--- src/rtl/assert_macros.svh ---
// Concurrent assertion macros shared by the RTL.
`ifndef ASSERT_MACROS_SVH
`define ASSERT_MACROS_SVH

`define ASSERT_IMPL(label, clk, rst_n, ante, cons, msg) \
    label: assert property (@(posedge clk) disable iff (!rst_n) (ante) |-> (cons)) \
        else $error(msg);

`define ASSERT_NEXT(label, clk, rst_n, ante, cons, msg) \
    label: assert property (@(posedge clk) disable iff (!rst_n) (ante) |=> (cons)) \
        else $error(msg);

`endif

--- src/rtl/trz_pkg.sv ---
// Shared widths, codes and interface types of the triangle rasterizer.
package trz_pkg;

    localparam int XYW   = 16;
    localparam int DEPW  = 16;
    localparam int COLW  = 24;
    localparam int CHW   = 8;
    localparam int NCH   = 3;
    localparam int PW    = 12;
    localparam int EW    = 35;
    localparam int AREAW = 33;
    localparam int NZW   = 51;
    localparam int NCW   = 42;
    localparam int QZW   = 16;
    localparam int CNTW  = 17;

    localparam int DEF_MAX_WIDTH  = 256;
    localparam int DEF_MAX_HEIGHT = 256;

    localparam int CFGW  = 9;
    localparam int CFGIW = 1;
    localparam logic [CFGIW-1:0] CFG_SCREEN_WIDTH  = 1'b0;
    localparam logic [CFGIW-1:0] CFG_SCREEN_HEIGHT = 1'b1;
    localparam logic [CFGW-1:0]  SCREEN_RESET      = 9'd256;

    localparam logic OP_DRAW = 1'b0;
    localparam logic OP_READ = 1'b1;

    localparam logic [DEPW-1:0] DEPTH_FAR = 16'h7FFF;
    localparam logic [DEPW-1:0] DEPTH_BIAS = 16'h8000;
    localparam logic [CNTW-1:0] COUNT_SAT = '1;

    localparam int IN_TDATA_W  = 232;
    localparam int OUT_TDATA_W = 80;

    typedef struct packed {
        logic                      start;
        logic [AREAW-1:0]          area;
        logic [NZW-1:0]            num_z;
        logic [NCH-1:0][NCW-1:0]   num_c;
    } t_div_req;

    typedef struct packed {
        logic             done;
        logic [QZW-1:0]   q_z;
        logic [COLW-1:0]  rgb;
    } t_div_rsp;

endpackage

--- src/rtl/trz_div.sv ---
// Restoring divider for the biased depth and the three colour channels.
module trz_div (
    input  logic              i_clk,
    input  logic              i_rst_n,
    input  trz_pkg::t_div_req i_req,
    output trz_pkg::t_div_rsp o_rsp
);
    import trz_pkg::*;

    localparam int DVSW = AREAW + QZW - 1;
    localparam int SW   = $clog2(QZW);

    logic                          r_busy;
    logic                          r_done;
    logic [SW-1:0]                 r_step;
    logic [DVSW-1:0]               r_dvs;
    logic [NZW-1:0]                r_rem_z;
    logic [QZW-1:0]                r_q_z;
    logic [NCH-1:0][NCW-1:0]       r_rem_c;
    logic [NCH-1:0][CHW-1:0]       r_q_c;
    logic [NZW:0]                  n_try_z;
    logic [NCH-1:0][DVSW:0]        n_try_c;

    always_comb begin
        n_try_z = {1'b0, r_rem_z} - (NZW+1)'(r_dvs);
        for (int i = 0; i < NCH; i++) begin
            n_try_c[i] = (DVSW+1)'(r_rem_c[i]) - {1'b0, r_dvs};
        end
    end

    always_ff @(posedge i_clk) begin
        if (!i_rst_n) begin
            r_busy <= 1'b0;
            r_done <= 1'b0;
        end else begin
            r_done <= 1'b0;
            if (i_req.start) begin
                r_busy  <= 1'b1;
                r_step  <= SW'(QZW - 1);
                r_dvs   <= DVSW'(i_req.area) << (QZW - 1);
                r_rem_z <= i_req.num_z;
                r_rem_c <= i_req.num_c;
            end else if (r_busy) begin
                if (!n_try_z[NZW]) begin
                    r_rem_z <= n_try_z[NZW-1:0];
                end
                r_q_z <= {r_q_z[QZW-2:0], !n_try_z[NZW]};
                if (r_step < SW'(CHW)) begin
                    for (int i = 0; i < NCH; i++) begin
                        if (!n_try_c[i][DVSW]) begin
                            r_rem_c[i] <= NCW'(n_try_c[i]);
                        end
                        r_q_c[i] <= {r_q_c[i][CHW-2:0], !n_try_c[i][DVSW]};
                    end
                end
                r_dvs  <= r_dvs >> 1;
                r_step <= r_step - 1'b1;
                if (r_step == '0) begin
                    r_busy <= 1'b0;
                    r_done <= 1'b1;
                end
            end
        end
    end

    assign o_rsp = '{done: r_done, q_z: r_q_z, rgb: r_q_c};

endmodule

--- config.mk ---
export PLATFORM = sky130hd
export DESIGN_NAME = trz_div
export DESIGN_NICKNAME = d
export VERILOG_FILES = /design/src/rtl/assert_macros.svh /design/src/rtl/trz_pkg.sv /design/src/rtl/trz_div.sv
export SDC_FILE = /design/constraint.sdc
export NUM_CORES = 1
export LEC_CHECK = 0
export ABC_AREA = 0
export BUFFER_PORTS_ARGS = -buffer_cell sky130_fd_sc_hd__buf_4
export CAP_MARGIN = 5
export CORE_AREA = 2 2 202 352
export CTS_CLUSTER_DIAMETER = 40
export CTS_CLUSTER_SIZE = 25
export DETAILED_ROUTE_END_ITERATION = 10
export DIE_AREA = 0 0 204 354
export SLEW_MARGIN = 5
export SYNTH_ARGS = -nofsm -noshare
export SYNTH_HDL_FRONTEND = slang
export SYNTH_SLANG_ARGS = --single-unit
--- constraint.sdc ---
create_clock -name i_clk -period 10.1 [get_ports i_clk]
set_input_delay 2.02 -clock i_clk [delete_from_list [all_inputs] [get_ports i_clk]]
set_output_delay 2.02 -clock i_clk [all_outputs]
set_load 0.005 [all_outputs]
Word-level counts from Yosys, hierarchy flattened
Index checks and enable logic that the tools add are counted.
Word-level totals
  register bits after elaboration: 271
  output and inout bits: 41
Cells by class
  add/sub/neg operators: 5
  $lt $le $gt $ge: 1
  equal/unequal tests: 4
  muxes and demuxes: 16
  bitwise operators: 3
  reduce and logical (&&, ||, !) cells: 15
Operators with widths (count)
  $mux 126: 3
  $mux 51: 3
  $sub 42x48->49: 3
  $mux 42: 3
  $mux 48: 2
  $sub 51x48->52: 1
  $reduce_and 4->1: 4
  $ne 2x2->1 const B: 4
  $reduce_and 3->1: 2
  $logic_not 1->1: 4
  $logic_not 4->1: 1
  $lt 4x4->1 const B: 1
  $mux 1: 4
  $mux 4: 1
  $reduce_bool 2->1: 2
  $sub 4x1->4 const B: 1
  $not 1->1: 3
  $reduce_or 3->1: 1
  $reduce_and 2->1: 1

Logic depth before layout (Yosys ltp)
  depth after elaboration: 5
  mapped depth: 13
  depth with buffers taken out: 13

Least setup slack after synthesis
No wires, ideal clock.
  path type: input to register
  from: input i_req[210] in the netlist's numbering
  to: register r_rem_c[0] in the netlist's numbering, enable pin
  library setup time: 0.505 ns
  arrival: 6.110 ns
  setup slack: 3.485 ns
  stages on the path: 5
  cells stage by stage: clkbuf_1 clkbuf_1 buf_1 nor3_1 a211oi_1
Between the ends
  cells in the longest elaborated chain, start to end: 2
  elaborated cells on any way between the ends: 4
RTL lines
  start, declared: RTL line trz_div.sv:5  | input trz_pkg::t_div_req i_req,
  $ne 2x2->1 (no source line) or $reduce_bool 2->1 (tied branches)
  $reduce_and 4->1 (no source line) *
  end signal, assigned: RTL line trz_div.sv:42  | r_rem_c <= i_req.num_c;
  end signal, assigned by index: RTL line trz_div.sv:51  | r_rem_c[i] <= NCW'(n_try_c[i]);
  end, declared: RTL line trz_div.sv:19  | logic [NCH-1:0][NCW-1:0] r_rem_c;
Every way passes the cells marked *; elsewhere a longest branch is shown, timed or not.
A chain may end at the register's enable or synchronous reset.

Worst setup path after layout
  from: register r_dvs[0]
  to: register r_rem_c[89] in the netlist's numbering, enable pin
Between the ends
  cells in the longest elaborated chain, start to end: 3
RTL lines
  start, declared: RTL line trz_div.sv:16  | logic [DVSW-1:0] r_dvs;
  start signal, assigned: RTL line trz_div.sv:40  | r_dvs <= DVSW'(i_req.area) << (QZW - 1);
  start signal, assigned: RTL line trz_div.sv:56  | r_dvs <= r_dvs >> 1;
  $sub 42x48->49: RTL line trz_div.sv:27  | n_try_c[i] = (DVSW+1)'(r_rem_c[i]) - {1'b0, r_dvs};
  $ne 2x2->1 (no source line)
  $reduce_and 4->1 (no source line)
Every way passes these cells.

==> results.py <==
metrics = {
    "clock_network": {
        "clockBufferDepth": 3,
        "cts_tree": "done",
        "root_buffer": "clkbuf_16",
        "cts_inserted_buffers": 42,
        "cts_resized": 0,
        "path_clk_slew_ns": 0.06,
        "post_cts_buffers": 0,
        "hold_buffers": 0,
        "h-tree-depth": 2,
        "clk_latency_ns": 0.58,
        "clock_sinks": 271,
    },
    "routing": {
        "viasPerCell": 5.25,
        "drt_first_iter_violations": 1272,
        "ant_nets": 0,
        "wl_mm": 70.0,
        "vias": 17985,
        "wl_per_cell_um": 20.4,
        "drcViolationCount": 0,
        "drt_first_pass_iters": 8,
    },
    "yosys": {
        "synthCells": 2289,
        "synth-seq-cells": 271,
        "synth_area_leaders": "edfxtp_1, ha_1, o21ai_0",
        "netlist.area_leader.share_pct": 39.2,
        "synth_warnings": 0,
        "synth_top_cell_by_area": "edfxtp_1",
        "syn_nets": 2681,
        "ys_seq_area_share_pct": 39.4,
        "synthTopCellsByCount": "nand2_1, edfxtp_1, o21ai_0",
        "synth_cell_types": 83,
        "syn-cell-area_um2": 20600,
        "syn_area_per_cell_um2": 9.00,
        "async_flop_share_pct": 0,
        "synthFlopType": "edfxtp_1",
        "synth-edff-count": 269,
        "yosysMostFrequentCell": "nand2_1",
    },
    "flow_run": {
        "max_cap_viol_count": 0,
    },
    "floorplanning": {
        "initial_core_util_pct": 29.6,
        "fp-row-count": 128,
        "die_h_um": 354,
        "die_w_um": 204,
        "dieArea_um2": 72200,
        "core_area_um2": 69500,
        "io_pins": 254,
    },
    "timing": {
        "slew_headroom_pct": 24.2,
        "setup_tns_ns": 0,
        "worst_pin_slew_ns": 1.13,
        "setup_viol": 0,
        "fin_skew_ns": 0.0257,
        "period_share_pct": 46.4,
        "slew_viol_final": 0,
        "grt_setup_unrepaired": "no",
        "setup_slack_ns": 5.41,
        "hold_viol_final": 0,
        "max_freq_mhz": 213,
        "min_period_ns": 4.69,
    },
    "global_routing": {
        "grtUsageTotal_pct": 18.9,
        "overflow": 0,
        "antenna_found_initial": 1,
        "grt_max_degree": 105,
        "grt_pass1_vias": 18185,
        "grt_pass1_wl_mm": 105,
    },
    "finish": {
        "final_area_um2": 24800,
        "n_antenna_cell": 0,
        "areaGrowthSynthToFinish_pct": 20.3,
        "finish.utilization_pct": 35.6,
        "fin_nets": 2872,
        "drive_above_1_share_pct": 14.6,
    },
    "worst_hold_path": {
        "hold_depth": 0,
        "hold_class": "reg -> reg",
    },
    "worst_setup_path": {
        "path_max_fanout": 42,
        "cp_slowest_cell": "a22o_2",
        "reg2regPathDepth": 10,
        "worst-setup-path-type": "reg -> reg",
        "path_cells": "ha_1 -> fa_1 -> nand2b_1 -> a21oi_1 -> o21ai_1 -> a2111oi_4 -> o31ai_2 -> or4_4 -> a21oi_2 -> a22o_2",
        "cp.depth": 10,
        "crit_path_start_kind": "flip-flop",
        "crit_path_end_kind": "flip-flop",
        "slowest_delay_ns": 0.88,
        "cp.arrival_ns": 4.86,
        "cp_data_required_time_ns": 10.28,
        "critPathTopFamily": "compound AO/OA/AOI/OAI gates",
        "path_buf_inv": 0,
    },
    "power": {
        "pwr-share-seq_pct": 34.0,
        "p_switching_mw": 1.37,
        "vdd_ir_drop_max_mv": 0.135,
        "power_mw": 4.05,
        "p_int_mw": 2.68,
        "p_clk_share_pct": 37.6,
        "p_leak_nw": 10.2,
        "netSwitchingFraction_pct": 33.9,
        "power_density_nw_per_um2": 164,
        "combPwrFrac_pct": 28.3,
    },
    "placed_design": {
        "place_ws_ns": 5.39,
        "dp_hpwl_mm": 55.0,
        "port-buffer-count": 253,
        "place_area_um2": 23300,
        "place.gp.congestion": 0.925,
    },
    "run_status": {
        "status": "complete, no violations",
    },
}
## layout make-up
type	instances	area [µm²]
Clock buffer	45	1130
Sequential cell	271	8120
Timing Repair Buffer	262	1970
Multi-Input combinational cell	1799	11700
Clock inverter	33	343
Inverter	104	390
Fill cell	7270	44700
Tap cell	910	1140
## per-layer routing
metal  share of wire, %  track usage (%)
met5              0.016                0
met4                6.3             10.9
met3                5.4             3.48
met2                 50             33.7
met1                 38             20.9
## kinds of logic (layout without fill, tap and decap cells)
logic type / count (synthesis) / in the layout / synth area share, %
AND/OR/NAND/NOR: 675 / 675 / 15.0
flip-flops: 271 / 271 / 39.4
AO/OA/AOI/OAI: 801 / 801 / 24.4
multiplexers: 6 / 6 / 0.322
XOR/XNOR: 138 / 138 / 5.87
adder cells (fa/ha/maj): 179 / 179 / 11.0
buffers and inverters: 219 / 444 / 4.02
## layout by cell type, fill, tap and decap left out, types with 20 or more instances in the layout
cell type / synthesis / final
a211oi_1: 24 / 23
a21o_1: 113 / 113
a21oi_1: 182 / 182
a31oi_1: 21 / 20
buf_4: 1 / 261
clkbuf_16: 0 / 45
edfxtp_1: 269 / 269
ha_1: 175 / 175
inv_1: 104 / 103
nand2_1: 328 / 328
nand2b_1: 20 / 20
nand3_1: 42 / 42
nand4_1: 40 / 40
nor2_1: 111 / 111
nor3_1: 35 / 35
o21a_1: 30 / 29
o21ai_0: 250 / 250
o21ai_1: 20 / 20
o21bai_1: 30 / 30
o31ai_1: 25 / 25
xnor2_1: 75 / 75
xor2_1: 63 / 63
## stage by stage
stage	std cells	hold slack, ns
finish	3424	0.446
global route	3424	0.465
CTS	3424	0.452
detailed placement	3346	0.436
global placement	3346	0.433
floorplan	2289	0.452
## sequential cells by signal (all words and copies together) (netlist names)
| signal | count |
|---|---|
| r_rem_z | 51 |
| r_dvs | 48 |
| o_rsp | 24 |
| r_q_z | 16 |
| r_step | 4 |
| r_done | 1 |
| r_rem_c | 126 |
| r_busy | 1 |
## worst paths after layout
| path | start | to | slack [ns] |
|---|---|---|---|
| max | r_dvs[0] | r_rem_c[89] | 5.41 |
| min | r_q_z[11] | r_q_z[12] | 0.45 |
| max reg2reg | r_dvs[0] | r_rem_c[89] | 5.41 |
| min reg2reg | r_q_z[11] | r_q_z[12] | 0.45 |
## power by group through the flow
stage	clock network [mW]	logic (mW)	registers, mW
2_1_floorplan	0	0.810	1.39
3_3_place_gp	0	1.14	1.40
3_5_place_dp	0	1.14	1.40
4_1_cts	1.55	1.15	1.38
5_1_grt	1.59	1.27	1.39
6_report	1.53	1.15	1.38
Power figures use the tool's default switching activity.
